<file path="config.mk">
export PLATFORM = sky130hd
export DESIGN_NAME = pose_frame_parser_filter_flat
export DESIGN_NICKNAME = d
export VERILOG_FILES = /design/src/hw/rtl/pfp_pkg.sv /design/src/hw/rtl/pfp_channel_if.sv /design/src/hw/rtl/pose_frame_parser_filter.sv /design/src/hw/rtl/pfp_parser.sv /design/src/hw/rtl/pfp_speed_filter.sv /design/src/flat_wrapper.sv
export VERILOG_INCLUDE_DIRS = /design/src /design/src/hw/rtl
export SDC_FILE = /design/constraint.sdc
export NUM_CORES = 1
export LEC_CHECK = 0
export CORE_ASPECT_RATIO = 0.6
export CORE_MARGIN = 3
export CORE_UTILIZATION = 30
export CTS_BUF_LIST = sky130_fd_sc_hd__clkbuf_8
export DETAILED_ROUTE_END_ITERATION = 7
export DONT_BUFFER_PORTS = 1
export RECOVER_POWER = 50
export REMOVE_ABC_BUFFERS = 1
export SYNTH_ARGS = -nofsm -noshare
export SYNTH_HDL_FRONTEND = slang
export SYNTH_SLANG_ARGS = --single-unit
</file>
<file path="constraint.sdc">
create_clock -name clk -period 38.3 [get_ports clk]
set_input_delay 5.745 -clock clk [delete_from_list [all_inputs] [get_ports clk]]
set_output_delay 5.745 -clock clk [all_outputs]
set_load 0.005 [all_outputs]
</file>
<file path="src/hw/rtl/pose_frame_parser_filter_macros.svh">
// Assertion macros for the pose frame parser and filter.
// Expects signals clk and arst_n in the scope of each use.
`ifndef POSE_FRAME_PARSER_FILTER_MACROS_SVH
`define POSE_FRAME_PARSER_FILTER_MACROS_SVH

// Same-cycle implication, disabled while in reset.
`define PFP_ASSERT_NOW(label, ante, cons) \
	label: assert property (@(posedge clk) disable iff (!arst_n) (ante) |-> (cons)) \
		else $error("pfp assertion failed");

// Next-cycle implication, disabled while in reset.
`define PFP_ASSERT_NEXT(label, ante, cons) \
	label: assert property (@(posedge clk) disable iff (!arst_n) (ante) |=> (cons)) \
		else $error("pfp assertion failed");

`endif

</file>
<file path="src/hw/rtl/pfp_pkg.sv">
// Shared widths, frame constants and control types for the pose frame parser.
// No dependencies; the parser, filter and top modules import it, and the interfaces refer to it.
package pfp_pkg;

	localparam int BYTE_W        = 8;
	localparam int WORD_W        = 32;
	localparam int SPEED_W       = 24;
	localparam int LIMIT_W       = 15;
	localparam int COUNT_W       = 16;
	localparam int SMP_W         = 16;  // a taken sample always fits here
	localparam int PAYLOAD_LEN   = 17;
	localparam int IDX_W         = $clog2(PAYLOAD_LEN);
	localparam int FRAC_BITS_DEF = 8;

	localparam logic [BYTE_W-1:0]  HDR0        = 8'hAA;
	localparam logic [BYTE_W-1:0]  HDR1        = 8'hFF;
	localparam logic [BYTE_W-1:0]  TRL0        = 8'hCD;
	localparam logic [BYTE_W-1:0]  TRL1        = 8'hDC;
	localparam logic [LIMIT_W-1:0] LIMIT_RESET = 15'd20000;

	// Parser events toward the filters and the result register.
	typedef struct packed {
		logic sum_en;    // first trailer byte transferred: payload complete
		logic frame_ok;  // second trailer byte transferred and matched
		logic at_end;    // waiting for the second trailer byte
	} parse_ctl_t;

endpackage

</file>
<file path="src/hw/rtl/pfp_channel_if.sv">
// Valid/ready channel interfaces: received bytes in, parsed frame results out.
// Depends on pfp_pkg for field widths.
interface pfp_byte_if;
	logic                      valid;
	logic                      ready;
	logic [pfp_pkg::BYTE_W-1:0] rx_byte;

	modport source (output valid, output rx_byte, input ready);
	modport sink   (input valid, input rx_byte, output ready);
endinterface

interface pfp_result_if;
	logic                              valid;
	logic                              ready;
	logic [pfp_pkg::BYTE_W-1:0]         mode;
	logic signed [pfp_pkg::SPEED_W-1:0] speed_x;
	logic signed [pfp_pkg::SPEED_W-1:0] speed_y;
	logic signed [pfp_pkg::WORD_W-1:0]  pose_x;
	logic signed [pfp_pkg::WORD_W-1:0]  pose_y;
	logic                              speed_x_taken;
	logic                              speed_y_taken;
	logic [pfp_pkg::COUNT_W-1:0]        frame_count;

	modport source (output valid, output mode, output speed_x, output speed_y,
		output pose_x, output pose_y, output speed_x_taken, output speed_y_taken,
		output frame_count, input ready);
	modport sink (input valid, input mode, input speed_x, input speed_y,
		input pose_x, input pose_y, input speed_x_taken, input speed_y_taken,
		input frame_count, output ready);
endinterface

</file>
<file path="src/hw/rtl/pose_frame_parser_filter.sv">
// Pose frame parser with speed low-pass filter, one received byte per cycle but for the stall below.
// The result is registered: it is valid in the cycle after the transfer of the last trailer byte.
// Throughput: one byte per cycle; ready drops only while a result is held unread
// and the last trailer byte is due, the one step that would load the result register.
// Reset clears parser, filters and frame count, and sets the speed limit to 20000.
// Payload bytes need no reset: every frame rewrites all 17 before its trailer.
module pose_frame_parser_filter #(
	parameter int FRAC_BITS = pfp_pkg::FRAC_BITS_DEF
) (
	input  logic                         clk,
	input  logic                         arst_n,
	pfp_byte_if.sink                     rx,
	pfp_result_if.source                 res,
	input  logic                         cfg_we,
	input  logic [pfp_pkg::LIMIT_W-1:0]   cfg_wdata
);
	import pfp_pkg::*;

	`include "pose_frame_parser_filter_macros.svh"

	parse_ctl_t              ctl;
	logic                    accept;
	logic [LIMIT_W-1:0]      speed_limit_q;
	logic [COUNT_W-1:0]      frame_cnt_q;
	logic                    out_valid_q;
	logic [BYTE_W-1:0]       mode;
	logic signed [WORD_W-1:0] word_vx, word_vy, word_px, word_py;
	logic signed [SPEED_W-1:0] spd_x_next, spd_y_next;
	logic                    take_x, take_y;

	logic [BYTE_W-1:0]        mode_q;
	logic signed [SPEED_W-1:0] speed_x_q, speed_y_q;
	logic signed [WORD_W-1:0]  pose_x_q, pose_y_q;
	logic                     taken_x_q, taken_y_q;
	logic [COUNT_W-1:0]       count_q;

	// Hold off only the byte that could complete a frame while the result stalls.
	assign rx.ready = !(out_valid_q && !res.ready && ctl.at_end);
	assign accept   = rx.valid && rx.ready;

	always_ff @(posedge clk or negedge arst_n) begin
		if (!arst_n) begin
			speed_limit_q <= LIMIT_RESET;
		end else if (cfg_we) begin
			speed_limit_q <= cfg_wdata;
		end
	end

	pfp_parser u_parser (
		.clk     (clk),
		.arst_n  (arst_n),
		.accept  (accept),
		.rx_byte (rx.rx_byte),
		.ctl     (ctl),
		.mode    (mode),
		.word_vx (word_vx),
		.word_vy (word_vy),
		.word_px (word_px),
		.word_py (word_py)
	);

	pfp_speed_filter #(.FRAC_BITS(FRAC_BITS)) u_filt_x (
		.clk         (clk),
		.arst_n      (arst_n),
		.ctl         (ctl),
		.speed_limit (speed_limit_q),
		.sample      (word_vx),
		.speed_next  (spd_x_next),
		.taken       (take_x)
	);

	pfp_speed_filter #(.FRAC_BITS(FRAC_BITS)) u_filt_y (
		.clk         (clk),
		.arst_n      (arst_n),
		.ctl         (ctl),
		.speed_limit (speed_limit_q),
		.sample      (word_vy),
		.speed_next  (spd_y_next),
		.taken       (take_y)
	);

	always_ff @(posedge clk or negedge arst_n) begin
		if (!arst_n) begin
			out_valid_q <= 1'b0;
			frame_cnt_q <= '0;
		end else if (ctl.frame_ok) begin
			out_valid_q <= 1'b1;
			frame_cnt_q <= frame_cnt_q + 1'b1;
		end else if (res.ready) begin
			out_valid_q <= 1'b0;
		end
	end

	always_ff @(posedge clk) begin
		if (ctl.frame_ok) begin
			mode_q    <= mode;
			speed_x_q <= spd_x_next;
			speed_y_q <= spd_y_next;
			pose_x_q  <= word_px;
			pose_y_q  <= word_py;
			taken_x_q <= take_x;
			taken_y_q <= take_y;
			count_q   <= frame_cnt_q + 1'b1;
		end
	end

	assign res.valid         = out_valid_q;
	assign res.mode          = mode_q;
	assign res.speed_x       = speed_x_q;
	assign res.speed_y       = speed_y_q;
	assign res.pose_x        = pose_x_q;
	assign res.pose_y        = pose_y_q;
	assign res.speed_x_taken = taken_x_q;
	assign res.speed_y_taken = taken_y_q;
	assign res.frame_count   = count_q;

	`PFP_ASSERT_NEXT(a_frame_gives_result, ctl.frame_ok, out_valid_q && count_q == frame_cnt_q)
	`PFP_ASSERT_NEXT(a_count_steps, ctl.frame_ok, frame_cnt_q == COUNT_W'($past(frame_cnt_q) + 1'b1))
	`PFP_ASSERT_NOW(a_stall_only_held, !rx.ready, out_valid_q && ctl.at_end)
	`PFP_ASSERT_NOW(a_no_overwrite, ctl.frame_ok && out_valid_q, res.ready)

endmodule

</file>
<file path="src/hw/rtl/pfp_parser.sv">
// Byte-serial frame parser: header hunt, 17-byte payload shift line, trailer check.
// Depends on pfp_pkg.
module pfp_parser (
	input  logic                             clk,
	input  logic                             arst_n,
	input  logic                             accept,
	input  logic [pfp_pkg::BYTE_W-1:0]        rx_byte,
	output pfp_pkg::parse_ctl_t              ctl,
	output logic [pfp_pkg::BYTE_W-1:0]        mode,
	output logic signed [pfp_pkg::WORD_W-1:0] word_vx,
	output logic signed [pfp_pkg::WORD_W-1:0] word_vy,
	output logic signed [pfp_pkg::WORD_W-1:0] word_px,
	output logic signed [pfp_pkg::WORD_W-1:0] word_py
);
	import pfp_pkg::*;

	typedef enum logic [2:0] {
		PH_HUNT0,
		PH_HUNT1,
		PH_PAYLOAD,
		PH_TRL0,
		PH_TRL1
	} phase_t;

	phase_t            phase_q;
	logic [IDX_W-1:0]  idx_q;
	logic [BYTE_W-1:0] payload_q [PAYLOAD_LEN];

	always_ff @(posedge clk or negedge arst_n) begin
		if (!arst_n) begin
			phase_q <= PH_HUNT0;
			idx_q   <= '0;
		end else if (accept) begin
			case (phase_q)
				PH_HUNT0: begin
					idx_q <= '0;
					if (rx_byte == HDR0) phase_q <= PH_HUNT1;
				end
				// a bad second header byte is not retried as a first one
				PH_HUNT1: phase_q <= (rx_byte == HDR1) ? PH_PAYLOAD : PH_HUNT0;
				PH_PAYLOAD: begin
					idx_q <= idx_q + 1'b1;
					if (idx_q == IDX_W'(PAYLOAD_LEN - 1)) phase_q <= PH_TRL0;
				end
				PH_TRL0: phase_q <= (rx_byte == TRL0) ? PH_TRL1 : PH_HUNT0;
				PH_TRL1: phase_q <= PH_HUNT0;
				default: phase_q <= PH_HUNT0;
			endcase
		end
	end

	// Shift payload bytes in; after a full payload, entry 0 holds the first byte.
	always_ff @(posedge clk) begin
		if (accept && phase_q == PH_PAYLOAD) begin
			for (int i = 0; i < PAYLOAD_LEN - 1; i++) payload_q[i] <= payload_q[i+1];
			payload_q[PAYLOAD_LEN-1] <= rx_byte;
		end
	end

	always_comb begin
		ctl.sum_en   = accept && (phase_q == PH_TRL0);
		ctl.frame_ok = accept && (phase_q == PH_TRL1) && (rx_byte == TRL1);
		ctl.at_end   = (phase_q == PH_TRL1);
	end

	assign mode    = payload_q[0];
	assign word_vx = $signed({payload_q[4], payload_q[3], payload_q[2], payload_q[1]});
	assign word_vy = $signed({payload_q[8], payload_q[7], payload_q[6], payload_q[5]});
	assign word_px = $signed({payload_q[12], payload_q[11], payload_q[10], payload_q[9]});
	assign word_py = $signed({payload_q[16], payload_q[15], payload_q[14], payload_q[13]});

endmodule

</file>
<file path="src/hw/rtl/pfp_speed_filter.sv">
// One speed channel: limit check, half-sum low-pass in fixed point, saturation.
// Depends on pfp_pkg; the sum is formed on the first trailer byte, applied on the second.
module pfp_speed_filter #(
	parameter int FRAC_BITS = pfp_pkg::FRAC_BITS_DEF
) (
	input  logic                              clk,
	input  logic                              arst_n,
	input  pfp_pkg::parse_ctl_t               ctl,
	input  logic [pfp_pkg::LIMIT_W-1:0]        speed_limit,
	input  logic signed [pfp_pkg::WORD_W-1:0]  sample,
	output logic signed [pfp_pkg::SPEED_W-1:0] speed_next,
	output logic                              taken
);
	import pfp_pkg::*;

	localparam int SUM_W = ((FRAC_BITS + SMP_W + 1 > SPEED_W + 1) ?
		(FRAC_BITS + SMP_W + 1) : (SPEED_W + 1)) + 1;
	localparam int CMP_W = WORD_W + 1;

	logic signed [SPEED_W-1:0] acc_q;
	logic signed [SUM_W-1:0]   sum_s1;
	logic                      take_s1;

	logic signed [CMP_W-1:0] samp_w, lim_p, lim_n;
	logic                    in_range;
	logic signed [SUM_W-1:0] acc_w, smp_w, smp_sh, sum_w, half_w;
	logic [SUM_W-SPEED_W:0]  upper;
	logic signed [SPEED_W-1:0] sat_w;

	always_comb begin
		samp_w   = $signed({sample[WORD_W-1], sample});
		lim_p    = $signed({{(CMP_W-LIMIT_W){1'b0}}, speed_limit});
		lim_n    = -lim_p;
		in_range = (samp_w < lim_p) && (samp_w > lim_n);
		acc_w    = $signed({{(SUM_W-SPEED_W){acc_q[SPEED_W-1]}}, acc_q});
		smp_w    = $signed({{(SUM_W-SMP_W){sample[SMP_W-1]}}, sample[SMP_W-1:0]});
		smp_sh   = smp_w <<< FRAC_BITS;
		sum_w    = acc_w + smp_sh;
	end

	// Floor halving, then clamp to the output range.
	always_comb begin
		half_w = sum_s1 >>> 1;
		upper  = half_w[SUM_W-1:SPEED_W-1];
		if (upper == '0 || upper == '1) begin
			sat_w = half_w[SPEED_W-1:0];
		end else if (half_w[SUM_W-1]) begin
			sat_w = $signed({1'b1, {(SPEED_W-1){1'b0}}});
		end else begin
			sat_w = $signed({1'b0, {(SPEED_W-1){1'b1}}});
		end
		speed_next = take_s1 ? sat_w : acc_q;
	end

	always_ff @(posedge clk) begin
		if (ctl.sum_en) sum_s1 <= sum_w;
	end

	always_ff @(posedge clk or negedge arst_n) begin
		if (!arst_n) begin
			take_s1 <= 1'b0;
			acc_q   <= '0;
		end else begin
			if (ctl.sum_en) take_s1 <= in_range;
			if (ctl.frame_ok) acc_q <= speed_next;
		end
	end

	assign taken = take_s1;

endmodule
</file>
<file path="src/flat_wrapper.sv">
// flat-port wrapper written by rule: the top's interface ports become plain ports
module pose_frame_parser_filter_flat import pfp_pkg::*;
#(
	parameter int FRAC_BITS = pfp_pkg::FRAC_BITS_DEF
)
  (clk, arst_n, cfg_we, cfg_wdata, rx_valid, rx_rx_byte, rx_ready, res_valid, res_mode, res_speed_x, res_speed_y, res_pose_x, res_pose_y, res_speed_x_taken, res_speed_y_taken, res_frame_count, res_ready);
  pfp_byte_if rx_i ();
  pfp_result_if res_i ();
  input  logic clk;
  input  logic arst_n;
  input  logic cfg_we;
  input  logic [pfp_pkg::LIMIT_W-1:0] cfg_wdata;
  input wire logic [$bits(rx_i.valid)-1:0] rx_valid;
  input wire logic [$bits(rx_i.rx_byte)-1:0] rx_rx_byte;
  output wire logic [$bits(rx_i.ready)-1:0] rx_ready;
  output wire logic [$bits(res_i.valid)-1:0] res_valid;
  output wire logic [$bits(res_i.mode)-1:0] res_mode;
  output wire logic [$bits(res_i.speed_x)-1:0] res_speed_x;
  output wire logic [$bits(res_i.speed_y)-1:0] res_speed_y;
  output wire logic [$bits(res_i.pose_x)-1:0] res_pose_x;
  output wire logic [$bits(res_i.pose_y)-1:0] res_pose_y;
  output wire logic [$bits(res_i.speed_x_taken)-1:0] res_speed_x_taken;
  output wire logic [$bits(res_i.speed_y_taken)-1:0] res_speed_y_taken;
  output wire logic [$bits(res_i.frame_count)-1:0] res_frame_count;
  input wire logic [$bits(res_i.ready)-1:0] res_ready;
  assign rx_i.valid = rx_valid;
  assign rx_i.rx_byte = rx_rx_byte;
  assign rx_ready = rx_i.ready;
  assign res_valid = res_i.valid;
  assign res_mode = res_i.mode;
  assign res_speed_x = res_i.speed_x;
  assign res_speed_y = res_i.speed_y;
  assign res_pose_x = res_i.pose_x;
  assign res_pose_y = res_i.pose_y;
  assign res_speed_x_taken = res_i.speed_x_taken;
  assign res_speed_y_taken = res_i.speed_y_taken;
  assign res_frame_count = res_i.frame_count;
  assign res_i.ready = res_ready;
  pose_frame_parser_filter #(.FRAC_BITS(FRAC_BITS)) u_core (.clk(clk), .arst_n(arst_n), .rx(rx_i), .res(res_i), .cfg_we(cfg_we), .cfg_wdata(cfg_wdata));
endmodule
</file>
Word-level counts from Yosys, hierarchy flattened
Memory sizes are Yosys's and may differ from the RTL's. A register that Yosys moved wholly into a read port is not among the register bits.
Index checks and enable logic that the tools add are counted.
{"block": "word_totals", "output_inout_bits": 140, "ff_bits": 272, "word_cells": 77, "memories": 1, "ram_bits": 136}
{"memory": "u_core.u_parser.payload_q", "words": 17, "width": 8, "rd": 17, "rd_clocked_by_memory_dff": 1, "write_ports": 17, "line_no": "pfp_parser.sv:27", "rtl": "logic [BYTE_W-1:0] payload_q [PAYLOAD_LEN];"}
{"block": "classes", "addsub": 5, "n_reduce_logical": 20, "order_cmp": 4, "eq_ne": 13, "muxes": 16}
{"cell": "24-bit two-way mux", "n": 6}
{"cell": "32-bit by 33-bit greater-than comparator with 1-bit output", "n": 2}
{"cell": "32-bit by 16-bit less-than comparator with 1-bit output", "n": 2}
{"cell": "24-bit by 24-bit adder with 25-bit output", "n": 2}
{"cell": "15-bit negation with 33-bit output", "n": 1}
{"cell": "8-bit == test, second input constant", "n": 4}
{"cell": "16-bit by 1-bit adder with 16-bit output, second input constant", "n": 1}
{"cell": "3-bit one-hot mux with 4 select lines", "n": 1}
{"cell": "5-bit one-hot mux with 2 select lines", "n": 1}
{"cell": "3-bit == test, second input constant", "n": 3}
{"cell": "1-bit logical AND", "n": 9}
{"cell": "3-bit zero test", "n": 3}
{"cell": "3-bit two-way mux", "n": 3}
{"cell": "3-bit by 2-bit == test with 1-bit output, second input constant", "n": 2}
{"cell": "5-bit by 1-bit adder with 5-bit output, second input constant", "n": 1}
{"cell": "5-bit == test, second input constant", "n": 1}
{"cell": "1-bit two-way mux", "n": 4}
{"cell": "2-bit != test, second input constant", "n": 2}
{"cell": "2-bit nonzero test", "n": 2}
{"cell": "3-bit by 1-bit == test with 1-bit output, second input constant", "n": 1}
{"cell": "3-bit AND reduction", "n": 1}
{"cell": "1-bit zero test", "n": 2}
{"cell": "1-bit logical OR", "n": 2}
{"cell": "2-bit two-way mux", "n": 1}
{"cell": "2-bit AND reduction", "n": 1}

Longest topological paths before layout
Gate-level depths: netlist of run 1.
{"block": "logic_depth", "depth_word": 8, "ltp_mapped": 16, "ltp_nobuf": 16}

Modules after synthesis
From an unflattened synthesis of run 1, not the netlist that was laid out.
{"block": "hier_totals", "cells_unflattened": 1272, "hier_area_um2": 18546.5}
{"module": "pose_frame_parser_filter", "cells_per_inst": 272, "seq_area_each_um2": 4951.0, "instances": 1, "area_each_um2": 5721.7}
{"module": "pfp_parser", "cells_per_inst": 196, "seq_area_each_um2": 4284.1, "instances": 1, "area_each_um2": 4600.7}
{"module": "pfp_speed_filter (u_core.u_filt_y)", "cells_per_inst": 402, "seq_area_each_um2": 1346.3, "instances": 1, "area_each_um2": 4150.2}
{"module": "pfp_speed_filter (u_core.u_filt_x)", "cells_per_inst": 402, "seq_area_each_um2": 1346.3, "instances": 1, "area_each_um2": 4073.9}

Worst setup path before layout of run 1
No wires, ideal clock.
{"block": "synth_path", "kind": "input to register", "start": "input res_ready", "end": "register u_core.count_q[0], in the netlist u_core.res.frame_count[0], enable pin", "arrival_ns": 19.221, "slack_ns": 18.098, "required_time_ns": 37.319, "path_buffers": 0, "cell_stages": 4, "cell_sequence": "nand2b_1 > or3_1 > nand2_1 > nor4_1"}
{"element": "from (decl)", "line_no": "flat_wrapper.sv:25", "rtl": "input wire logic [$bits(res_i.ready)-1:0] res_ready;"}
{"element": "to (signal assigned)", "line_no": "pose_frame_parser_filter.sv:103", "rtl": "count_q <= frame_cnt_q + 1'b1;"}
{"element": "to (decl)", "line_no": "pose_frame_parser_filter.sv:35", "rtl": "logic [COUNT_W-1:0] count_q;"}

Final worst setup path of run 1
{"block": "layout_path", "start": "input res_ready", "end": "output rx_ready"}
{"block": "layout_via", "elab_chain_len": 4}
{"element": "1-bit zero test", "line_no": "pose_frame_parser_filter.sv:38", "rtl": "assign rx.ready = !(out_valid_q && !res.ready && ctl.at_end);"}
{"element": "1-bit logical AND (2 in series)", "line_no": "pose_frame_parser_filter.sv:38"}
{"element": "1-bit zero test", "line_no": "pose_frame_parser_filter.sv:38"}
{"element": "to (decl)", "line_no": "flat_wrapper.sv:15", "rtl": "output wire logic [$bits(rx_i.ready)-1:0] rx_ready;"}
Every way passes these cells.

==> qor.csv, run 1 <==
metric;value;unit
arrival time reported for the critical path endpoint;6240;ps
TritonCTS Buffers;68;
Setup TNS Final;0;ps
average detailed-routed wire length per instance;19.8;um
Primary FF master, synth;sky130_fd_sc_hd__edfxtp_1;
Critical Path, Cell by Cell;nand2b_1, or3_1;
final hold violations;0;
number of setup buffers added after CTS;0;
largest net degree at the start of global routing;91;
maximum root-to-sink buffer count;3;
number of H-tree levels;3;
gate count of the mapped netlist;1205;
Relative slew margins;-101;%
transition time at the pin with the least slew margin;3000;ps
hold buffer count at cts;0;
aggregate global routing overflow;0;
TritonCTS sink count;412;
vias per std cell;4.89;
violations in the final reports;max-capacitance violations, max-slew violations;
Final period util;31.3;%
worst hold path class;flip-flop to flip-flop;
Lkg Pwr;7.79;nW
fraction of synthesized area in multiplexers;5.82;%
delay-heaviest family, CP;simple AND/OR/NAND/NOR gates;
Cell Area, Placed;18900;um^2
y dimension of the die;196;um
Root Buffer Master;sky130_fd_sc_hd__clkbuf_8;
timing-limited maximum frequency;83.4;MHz
cell area after synthesis;18000;um^2
final layout net count;1421;
main combinational cell family by area after synthesis;adder cells;
number of flops mapped to enable cells by yosys;322;
share of flip-flops with an asynchronous set or reset after synthesis;21.8;%
share of the synthesized area in compound gates (AO/OA/AOI/OAI);6.08;%
xor and xnor fraction of the mapped netlist area;3.50;%
met1 layer usage reported by global route;18.8;%
Fillers;5566;
final instance area;20200;um^2
met2 track demand over resource;18.3;%
Post-DP HPWL;27500;um
total of cells resized after clock tree synthesis;0;
Power Dens Cells;49.0;nW/um^2
status;finished, violations left;
floorplan core area;58400;um^2
Seq/Total Area, Yosys;66.4;%
horizontal die dimension;322;um
clock tree from TritonCTS;yes;
VDD IR-drop max;26.4;uV
Skew-Pair Late Insertion Delay;650;ps
detailed router's first-iteration violation count;773;
fin. max-slew vios;122;
setup repair after global routing missed its margin;no;
slowest CP cell;sky130_fd_sc_hd__or3_1;
final wirelength;41300;um
Synth Area in Adders;9.07;%
total instance count after detailed placement;1964;
global-route wire length before repair;63100;um
hold slack final;419;ps
number of flip-flops and latches in the synthesized netlist;412;
count of port buffers added during placement;0;
number of max-cap violations;3;
Post-Synthesis Mean Instance Area;14.9;um^2
placement row count;68;
remaining antenna violation count after routing;0;
crit-path max FO;2;
most used routing layer;met1;
fraction of final layout cells with drive strength greater than 1;13.8;%
antenna violations before repair;1;
area occupied by registers;11900;um^2
Setup crit end kind;output pin;
Ports;168;
clock tree skew after final layout;40.6;ps
Final Wtd Congestion;0.856;
count of endpoints failing setup in the final report;0;
multi-input logic area;5790;um^2
drt pass-1 iters;6;
global-route usage over all layers;13.1;%
worst stage delay on the critical path;360;ps
number of warnings issued by yosys;0;
relative area change from synthesis to final layout;12.5;%
synthesized-area fraction occupied by and/or/nand/nor cells;7.67;%
start-to-end type of the worst setup path;input pin to output pin;
clock-pin slew of the registers on the worst-case setup and hold paths;60;ps
met3 layer usage reported by global route;4.80;%
die area;63000;um^2
DRC violations left;0;
utilization after layout;34.6;%
final cell count without fillers;2086;
post-synth cell types;63;
total vias in the final route;10200;
count of buffer and inverter cells on the critical path;0;
time the worst path needs with I/O delays and setup;11980;ps
type of element launching the critical path;input pin;
number of global-route vias before repair;10300;
required time at the worst-slack endpoint;32550;ps
starting utilization of the core area;30.8;%
logic make-up (layout without fill, tap and decap cells):
| family | after synthesis | count (layout) |
|---|---|---|
| other cells | 0 | 1 |
| compound gates | 171 | 171 |
| xor+xnor | 70 | 70 |
| buf+inv | 69 | 179 |
| flops | 412 | 412 |
| simple gates | 261 | 261 |
| fa+ha+maj | 129 | 129 |
| mux | 93 | 93 |
metrics by stage:
step                      setup slack [ps]  total power [W]
after global routing                 26280          0.00104
after CTS                            26320          0.00101
after floorplan                      18100         0.000600
after detailed placement             26310         0.000633
after global placement               26310         0.000628
final                                26320         0.000991
final timing paths:
path / start / depth (start not counted) / slack (ps) / to
max in group asynchronous: arst_n / 0 / 33200 / u_core.frame_cnt_q[6]$_DFFE_PN0P_
worst max register to register: u_core.speed_limit_q[1]$_DFFE_PN0P_ / 15 / 33300 / u_core.u_filt_y.taken$_DFFE_PN0P_
worst min-delay path: u_core.u_parser.payload_q[0][7]$_DFFE_PP_ / 0 / 420 / u_core.res.mode[7]$_DFFE_PP_
worst max-delay path: res_ready / 2 / 26320 / rx_ready
min in group asynchronous: arst_n / 0 / 4780 / u_core.u_filt_x.acc_q[22]$_DFFE_PN0P_
worst min register to register: u_core.u_parser.payload_q[0][7]$_DFFE_PP_ / 0 / 420 / u_core.res.mode[7]$_DFFE_PP_
report_power, final:
group / switching, W / internal [W]
Combinational: 0.0000555 / 0.0000314
Clock: 0.000183 / 0.000185
Sequential: 0.0000198 / 0.000516
Total: 0.000259 / 0.000732
registers in the layout, indices dropped and copies added (netlist names), 3 cells and up:
register and count:
u_core.u_parser.payload_q 136, u_core.res.pose_x 32, u_core.res.pose_y 32, u_core.res.speed_x 24
u_core.res.speed_y 24, u_core.u_filt_x.acc_q 24, u_core.u_filt_x.sum_s1 24, u_core.u_filt_y.acc_q 24
u_core.u_filt_y.sum_s1 24, u_core.frame_cnt_q 16, u_core.res.frame_count 16, u_core.speed_limit_q 15
u_core.res.mode 8, u_core.u_parser.idx_q 5, u_core.u_parser.phase_q 3
synthesized netlist by cell type, drive strengths merged, types with 32 or more instances:
| master | number | area [um^2] |
|---|---|---|
| edfxtp | 322 | 9670 |
| ha | 127 | 1590 |
| mux2 | 92 | 1040 |
| dfrtp | 85 | 2130 |
| nand2 | 76 | 285 |
| o21ai | 50 | 250 |
| xnor2 | 50 | 453 |
| inv | 48 | 180 |
| a21oi | 40 | 200 |
| nor2 | 40 | 150 |
| nand3 | 33 | 170 |
| nor4 | 32 | 249 |
placed cells by master, fill, tap and decap left out, drive strengths merged, types with 3 or more instances in the layout:
cell type | synthesis | final
o211ai | 5 | 5
and4 | 6 | 6
mux2 | 92 | 92
dfstp | 5 | 5
buf | 6 | 8
or2 | 4 | 4
o21ai | 50 | 50
and3 | 9 | 9
a211oi | 15 | 15
a31o | 4 | 4
o2111ai | 3 | 3
nor2b | 11 | 11
and2 | 4 | 4
a21oi | 40 | 40
nor4 | 32 | 32
nand4 | 12 | 12
inv | 48 | 70
clkbuf | 15 | 78
nand2b | 5 | 5
a21o | 17 | 17
o31ai | 5 | 5
xnor2 | 50 | 50
dfrtp | 85 | 85
nor2 | 40 | 40
edfxtp | 322 | 322
o221ai | 3 | 3
or3 | 6 | 6
clkinv | 0 | 21
o21a | 9 | 9
ha | 127 | 127
xor2 | 20 | 20
nand3 | 33 | 33
nor3 | 16 | 16
nand2 | 76 | 76
area by class of cell:
| class | instances | area share, % |
|---|---|---|
| antenna | 1 | 0.0124 |
| clock buffer | 76 | 5.18 |
| clock inverter | 45 | 1.16 |
| inverter | 48 | 0.898 |
| multi-input combinational | 724 | 28.6 |
| sequential | 412 | 59.0 |
| tap | 770 | 4.77 |
| timing repair buffer | 10 | 0.334 |
routing by layer:
| layer | vias to the layer above | routed length, um |
|---|---|---|
| met2 | 292 | 17100 |
| met5 | - | 9 |
| met1 | 5113 | 20000 |
| li1 | 4721 | - |
| met4 | 2 | 1000 |
| met3 | 80 | 3160 |
Note: power is estimated with default switching activity, not from simulation.
==> run 2, diff against run 1 <==
- clock period: 38.3 -> 11.2 ns (I/O delays scaled with it)
==> run 2 against run 1 <==
Effect of this change:
- the run still ends with max-capacitance violations, max-slew violations left
- critical path depth grew 1
- combinational power rose to 3.4 times the previous value
- die area is the same
- count of clock-buffer cells in the layout down 4
- critical path type is now input pin to flip-flop
==> qor.csv, run 2 (same netlist as run 1, synthesis figures left out) <==
metric;value;unit;change
status;finished, violations left;;
violations in the final reports;max-capacitance violations, max-slew violations;;
number of setup buffers added after CTS;0;;unchanged
TritonCTS sink count;412;;unchanged
hold buffer count at cts;0;;unchanged
number of H-tree levels;3;;unchanged
count of port buffers added during placement;0;;unchanged
y dimension of the die;196;um;unchanged
Root Buffer Master;sky130_fd_sc_hd__clkbuf_8;;
share of total power in the clock network;37.1;%;about the same
Seq pwr share;54.2;%;about the same
utilization after layout;34.6;%;-0.043 points
relative area change from synthesis to final layout;12.3;%;
WL met1;19900;um;-0.35%
Setup TNS Final;0;ps;unchanged
most common library cell in the layout ignoring fill and taps;sky130_fd_sc_hd__edfxtp_1;;
vias per std cell;4.84;;-1.1%
horizontal die dimension;322;um;unchanged
Power Dens Cells;168;nW/um^2;+240%
count of endpoints failing setup in the final report;0;;unchanged
total vias in the final route;10100;;-1.2%
arrival time reported for the critical path endpoint;5320;ps;-920 ps
start-to-end type of the worst setup path;input pin to flip-flop;;
number of global-route vias before repair;10200;;-1.3%
DRC violations left;0;;unchanged
worst hold path class;flip-flop to flip-flop;;
met2 layer wire length in the routed design;17000;um;-0.54%
clock tree from TritonCTS;yes;;
final hold violations;0;;unchanged
VDD IR-drop max;81.5;uV;+210%
clock tree skew after final layout;48.3;ps;+7.71 ps
clock-pin slew of the registers on the worst-case setup and hold paths;60;ps;about the same
top register by number of flip-flops;u_core.u_parser.payload_q;;
global-route usage over all layers;13.1;%;-0.064 points
average detailed-routed wire length per instance;19.8;um;-0.11%
floorplan core area;58400;um^2;unchanged
worst reg-to-reg setup slack;6430;ps;-26870 ps
commonest cells after routing, fill and taps aside;sky130_fd_sc_hd__edfxtp_1 (322), sky130_fd_sc_hd__ha_1 (127), sky130_fd_sc_hd__dfrtp_1 (85);;
Relative slew margins;-91.9;%;+9.2 points
drt pass-1 iters;5;;-1
Cell Area, Placed;18900;um^2;unchanged
largest net degree at the start of global routing;91;;unchanged
maximum root-to-sink buffer count;3;;unchanged
type of element launching the critical path;input pin;;
Skew-Pair Late Insertion Delay;660;ps;about the same
required time at the worst-slack endpoint;11440;ps;-21110 ps
fraction of final layout cells with drive strength greater than 1;13.1;%;-0.74 points
final layout net count;1419;;-0.14%
timing-limited maximum frequency;197;MHz;
time the worst path needs with I/O delays and setup;5080;ps;
total of cells resized after clock tree synthesis;0;;unchanged
transition time at the pin with the least slew margin;2860;ps;-138 ps
power spent charging and discharging nets;0.000868;W;+240%
Post-DP HPWL;28100;um;+2.4%
Logic pwr share;8.8;%;about the same
crit-path max FO;74;;+72
number of max-cap violations;3;;unchanged
TritonCTS Buffers;66;;-2.9%
aggregate global routing overflow;0;;unchanged
number of flip-flops under the largest register name;136;;unchanged
starting utilization of the core area;30.8;%;unchanged
Setup crit end kind;flip-flop;;
final instance area;20200;um^2;-0.12%
remaining antenna violation count after routing;0;;unchanged
setup repair after global routing missed its margin;no;;
switching fraction of total power;25.7;%;-0.45 points
fin. max-slew vios;119;;-2.5%
Final Wtd Congestion;0.886;;+3.5%
placement row count;68;;unchanged
Ports;168;;unchanged
Lkg Pwr;7.79;nW;about the same
final wirelength;41200;um;-0.20%
antenna violations before repair;2;;+1
met3 WL;3410;um;+7.7%
cell-internal power;0.00251;W;+240%
highest metal layer used by the detailed router;met5;;
hold slack final;420;ps;+1.54 ps
die area;63000;um^2;unchanged
Fillers;5614;;+0.86%
Final period util;45.3;%;
detailed router's first-iteration violation count;679;;-12%
global-route wire length before repair;63000;um;-0.27%
[run 2: cell type report]
class,instances,area (um^2),share of cell area [%]
antenna,1,2.50,0.0124
clock buffer,72,991,4.91
clock inverter,47,264,1.31
inverter,48,181,0.899
multi-input combinational,724,5790,28.7
sequential,412,11900,59.1
tap,770,963,4.77
timing repair buffer,10,67.6,0.335
[run 2: path summary, 6_finish.rpt]
| path | from | endpoint | cells after the start |
|---|---|---|---|
| min reg2reg | u_core.u_parser.payload_q[0][5]$_DFFE_PP_ | u_core.res.mode[5]$_DFFE_PP_ | 0 |
| max reg2reg | u_core.speed_limit_q[0]$_DFFE_PN0P_ | u_core.u_filt_y.taken$_DFFE_PN0P_ | 15 |
| min in group asynchronous | arst_n | u_core.speed_limit_q[12]$_DFFE_PN0P_ | 0 |
| max in group asynchronous | arst_n | u_core.u_parser.idx_q[1]$_DFFE_PN0P_ | 0 |
| min | u_core.u_parser.payload_q[0][5]$_DFFE_PP_ | u_core.res.mode[5]$_DFFE_PP_ | 0 |
| max | rx_valid | u_core.u_parser.payload_q[0][6]$_DFFE_PP_ | 3 |
[run 2: per-stage QoR]
stage | total power [W] | cells | setup slack (ps)
after floorplan | 0.00205 | 1184 | -4940
after global placement | 0.00215 | 1964 | 6780
after detailed placement | 0.00216 | 1964 | 6540
after CTS | 0.00344 | 2083 | 6500
after global routing | 0.00356 | 2084 | 5670
final | 0.00338 | 2084 | 6120
[run 2: worst max-delay path, cell delays in order]
cell and delay, ps:
sky130_fd_sc_hd__nand3_1 120, sky130_fd_sc_hd__clkinvlp_2 2150, sky130_fd_sc_hd__buf_4 1250
[run 2: per-layer routing]
metal	vias to the layer above	track usage, %
met5	-	0
met4	2	3.96
met3	70	4.88
met2	316	18.2
met1	5005	18.8
li1	4696	-
[run 2: power by group through the flow]
stage | clock network, W | logic, W | registers, W
6_report | 0.00125 | 0.000296 | 0.00183
5_1_grt | 0.00138 | 0.000336 | 0.00184
4_1_cts | 0.00131 | 0.000306 | 0.00183
3_5_place_dp | 0 | 0.000304 | 0.00186
3_3_place_gp | 0 | 0.000295 | 0.00186
2_1_floorplan | 0 | 0.000206 | 0.00185
==> run 3, diff against run 2 <==
- ABC_AREA: unset -> 1
- clock period: 11.2 -> 5.08 ns (I/O delays scaled with it)
==> run 3 against run 2 <==
Effect of this change:
- the run still ends with max-capacitance violations, max-slew violations left
- core utilization decreased by 0.16 points
- global-route usage increased by 1.2 points
- via count increased by 16%
- flip-flop and latch count unchanged
- count of clock-buffer cells in the layout decreased by 2
- first-iteration DRC count increased by 43%
- cell area increased by 2.0%
- largest power group unchanged
==> qor.csv, run 3 <==
metric;value;unit;change
share of the synthesized area in compound gates (AO/OA/AOI/OAI);4.57;%;-1.5 points
number of flip-flops and latches in the synthesized netlist;412;;unchanged
die area;64200;um^2;+2.0%
Post-Synthesis Mean Instance Area;11.6;um^2;-22%
required time at the worst-slack endpoint;5600;ps;-5840 ps
synthesized-area fraction occupied by and/or/nand/nor cells;15.9;%;+8.2 points
final instance area;20600;um^2;+2.0%
final hold violations;0;;unchanged
remaining antenna violation count after routing;0;;unchanged
hold slack final;214;ps;-207 ps
drt pass-1 iters;5;;unchanged
antenna violations before repair;6;;+4
worst reg-to-reg setup slack;1280;ps;-5150 ps
setup repair after global routing missed its margin;no;;
Seq/Total Area, Yosys;65.1;%;-1.3 points
clock-pin slew of the registers on the worst-case setup and hold paths;70;ps;about the same
most frequent cell after synthesis;sky130_fd_sc_hd__nand2_1;;
clock tree from TritonCTS;yes;;
time the worst path needs with I/O delays and setup;3800;ps;
met2 layer wire length in the routed design;18800;um;+10%
number of global-route vias before repair;11500;;+13%
area share of the leading cell type in the synthesized netlist;52.8;%;-1.1 points
Post-Place Worst Slack;1400;ps;-5150 ps
number of H-tree levels;3;;unchanged
Final Wtd Congestion;0.913;;+3.0%
Final period util;74.8;%;
arrival time reported for the critical path endpoint;4310;ps;-1010 ps
main combinational cell family by area after synthesis;simple AND/OR/NAND/NOR gates;;
number of flops mapped to enable cells by yosys;322;;unchanged
most common library cell in the layout ignoring fill and taps;sky130_fd_sc_hd__nand2_1;;
status;finished, violations left;;
share of flip-flops with an asynchronous set or reset after synthesis;21.8;%;unchanged
crit-path max FO;8;;-89%
number of max-cap violations;3;;unchanged
VDD IR-drop max;162;uV;+98%
path depth of the worst reg2reg path;14;;-1
library cell with the largest summed area after synthesis;sky130_fd_sc_hd__edfxtp_1;;
timing-limited maximum frequency;263;MHz;
Skew-Pair Late Insertion Delay;630;ps;-30 ps
starting utilization of the core area;30.6;%;-0.15 points
Lkg Pwr;8.55;nW;+9.8%
largest net degree at the start of global routing;91;;unchanged
Post-DP HPWL;31700;um;+13%
total vias in the final route;11700;;+16%
cell area after synthesis;18300;um^2;+2.0%
violations in the final reports;max-capacitance violations, max-slew violations;;
commonest cells after routing, fill and taps aside;sky130_fd_sc_hd__nand2_1 (499), sky130_fd_sc_hd__edfxtp_1 (322), sky130_fd_sc_hd__inv_1 (132);;
number of warnings issued by yosys;0;;unchanged
transition time at the pin with the least slew margin;2730;ps;-131 ps
worst hold path class;input pin to flip-flop;;
Synth Area in Adders;8.89;%;-0.18 points
count of endpoints failing setup in the final report;0;;unchanged
Power Dens Cells;349;nW/um^2;+110%
average detailed-routed wire length per instance;18.4;um;-6.7%
number of setup buffers added after CTS;0;;unchanged
xor and xnor fraction of the mapped netlist area;2.48;%;-1.0 points
Ports;168;;unchanged
fraction of final layout cells with drive strength greater than 1;7.50;%;-5.6 points
post-synth cell types;46;;-27%
floorplan core area;59800;um^2;+2.5%
y dimension of the die;197;um;+0.97%
worst hold path startpoint;cfg_we;;
start-to-end type of the worst setup path;flip-flop to flip-flop;;
worst r2r dst;u_core.u_filt_y.taken$_DFFE_PN0P_;;
relative area change from synthesis to final layout;12.4;%;about the same
TritonCTS sink count;412;;unchanged
origin of the critical flop-to-flop path;u_core.speed_limit_q[0]$_DFFE_PN0P_;;
gate count of the mapped netlist;1575;;+31%
fin. max-slew vios;128;;+7.6%
global-route wire length before repair;70300;um;+12%
placement row count;69;;+1.5%
WL met1;22300;um;+12%
fraction of synthesized area in multiplexers;0;%;-5.8 points
Primary FF master, synth;sky130_fd_sc_hd__edfxtp_1;;
clock tree skew after final layout;30.2;ps;-18.0 ps
global-route usage over all layers;14.3;%;+1.2 points
number of flip-flops under the largest register name;136;;unchanged
count of port buffers added during placement;0;;unchanged
maximum root-to-sink buffer count;3;;unchanged
vias per std cell;4.69;;-3.2%
Relative slew margins;-82.1;%;+9.8 points
final wirelength;46000;um;+12%
TritonCTS Buffers;67;;+1.5%
Setup crit end kind;flip-flop;;
cell depth of the worst hold path;1;;+1
highest metal layer used by the detailed router;met5;;
Root Buffer Master;sky130_fd_sc_hd__clkbuf_8;;
detailed router's first-iteration violation count;972;;+43%
final layout net count;1785;;+26%
aggregate global routing overflow;0;;unchanged
final worst-path setup slack;1280;ps;-4840 ps
hold endpoint;u_core.speed_limit_q[5]$_DFFE_PN1P_;;
top register by number of flip-flops;u_core.u_parser.payload_q;;
most area-consuming cells after synthesis;sky130_fd_sc_hd__edfxtp_1 (53%), sky130_fd_sc_hd__dfrtp_1 (12%), sky130_fd_sc_hd__nand2_1 (10%);;
commonest cells in the synthesized netlist;sky130_fd_sc_hd__nand2_1 (499), sky130_fd_sc_hd__edfxtp_1 (322), sky130_fd_sc_hd__ha_1 (127), sky130_fd_sc_hd__inv_1 (112), sky130_fd_sc_hd__dfrtp_1 (85);;
DRC violations left;0;;unchanged
horizontal die dimension;325;um;+0.98%
Cell Area, Placed;19300;um^2;+2.0%
type of element launching the critical path;flip-flop;;
met3 WL;3940;um;+16%
[run 3: cell count changes in the layout (fill, tap and decap cells not counted), moves of 11 or more]
cell                       change
sky130_fd_sc_hd__nor4_1       -14
sky130_fd_sc_hd__inv_1        +64
sky130_fd_sc_hd__a21oi_1      +31
sky130_fd_sc_hd__xor2_1       +25
sky130_fd_sc_hd__xnor2_1      -41
sky130_fd_sc_hd__nor3_1       +15
sky130_fd_sc_hd__a21o_1       -16
sky130_fd_sc_hd__mux2_2       -53
sky130_fd_sc_hd__a211oi_1     -13
sky130_fd_sc_hd__nor2_1       +19
sky130_fd_sc_hd__nand2_1     +423
sky130_fd_sc_hd__nor2b_1      -11
sky130_fd_sc_hd__mux2_1       -39
[run 3: cells by family (layout without fill, tap and decap cells)]
family | count (synthesis) | after routing
other cells | 0 | 1
buf+inv | 141 | 245
xor+xnor | 52 | 52
simple gates | 690 | 690
fa+ha+maj | 129 | 129
flops | 412 | 412
compound gates | 151 | 151
[run 3: critical path, stage by stage, from the launching register on]
cell and delay [ps]:
sky130_fd_sc_hd__dfrtp_1 470, sky130_fd_sc_hd__inv_1 110, sky130_fd_sc_hd__ha_1 250, sky130_fd_sc_hd__nand2_2 120, sky130_fd_sc_hd__nor3_1 220, sky130_fd_sc_hd__nand3_1 250
sky130_fd_sc_hd__nor3_1 910, sky130_fd_sc_hd__ha_1 260, sky130_fd_sc_hd__nand2_1 80, sky130_fd_sc_hd__nor2_1 260, sky130_fd_sc_hd__nand4_1 150, sky130_fd_sc_hd__o41ai_1 360
sky130_fd_sc_hd__nand2_1 100, sky130_fd_sc_hd__nand3_1 80, sky130_fd_sc_hd__nand2_1 50
[run 3: report_power, final]
| part | leakage [nW] | switching [W] | internal (W) | total [W] |
|---|---|---|---|---|
| registers | 4.04 | 0.0000564 | 0.00371 | 0.00377 |
| clock network | 0.738 | 0.00138 | 0.00145 | 0.00283 |
| logic | 3.77 | 0.000433 | 0.000153 | 0.000586 |
[run 3: how the worst max path moves through the flow]
stage,cells after the start,end,from
3_5_place_dp,14,u_core.u_filt_y.taken$_DFFE_PN0P_,u_core.speed_limit_q[0]$_DFFE_PN0P_
3_3_place_gp,14,u_core.u_filt_x.taken$_DFFE_PN0P_,u_core.speed_limit_q[0]$_DFFE_PN0P_
6_report,14,u_core.u_filt_y.taken$_DFFE_PN0P_,u_core.speed_limit_q[0]$_DFFE_PN0P_
4_1_cts,14,u_core.u_filt_y.taken$_DFFE_PN0P_,u_core.speed_limit_q[0]$_DFFE_PN0P_
5_1_grt,14,u_core.u_filt_y.taken$_DFFE_PN0P_,u_core.speed_limit_q[0]$_DFFE_PN0P_
2_1_floorplan,3,u_core.res.frame_count[0]$_DFFE_PP_,rx_rx_byte[0]
[run 3: cell type report]
cell class | instances | area, um^2
inverters | 113 | 424
clock buffers | 70 | 963
multi-input cells | 1022 | 5830
clock inverters | 50 | 323
flip-flops and latches | 412 | 11900
diodes | 1 | 2.50
repair buffers | 12 | 105
well taps | 816 | 1020
fillers | 5892 | 39200
[run 3: routing by layer]
metal  vias to the layer above  global-route usage (%)
met4                        10                    4.20
met1                      5638                    20.8
met3                        83                    5.04
met5                         -                       0
met2                       383                    19.8
li1                       5583                       -
[run 3: repair_timing]
action                                  4_1_cts  5_1_grt
endpoints found under the setup margin        0        0
hold buffers                                  1        0
gates resized for setup                       0        0
endpoints found under the hold margin        90        0
[run 3: per-stage QoR]
stage,TNS (ps),cells,util [%],power [W]
CTS,0,2495,34.5,0.00733
detailed placement,0,2374,32.3,0.00441
global placement,0,2374,32.3,0.00440
floorplan,-1706910,1547,-,0.00419
global route,0,2495,34.4,0.00756
finish,0,2496,34.4,0.00719
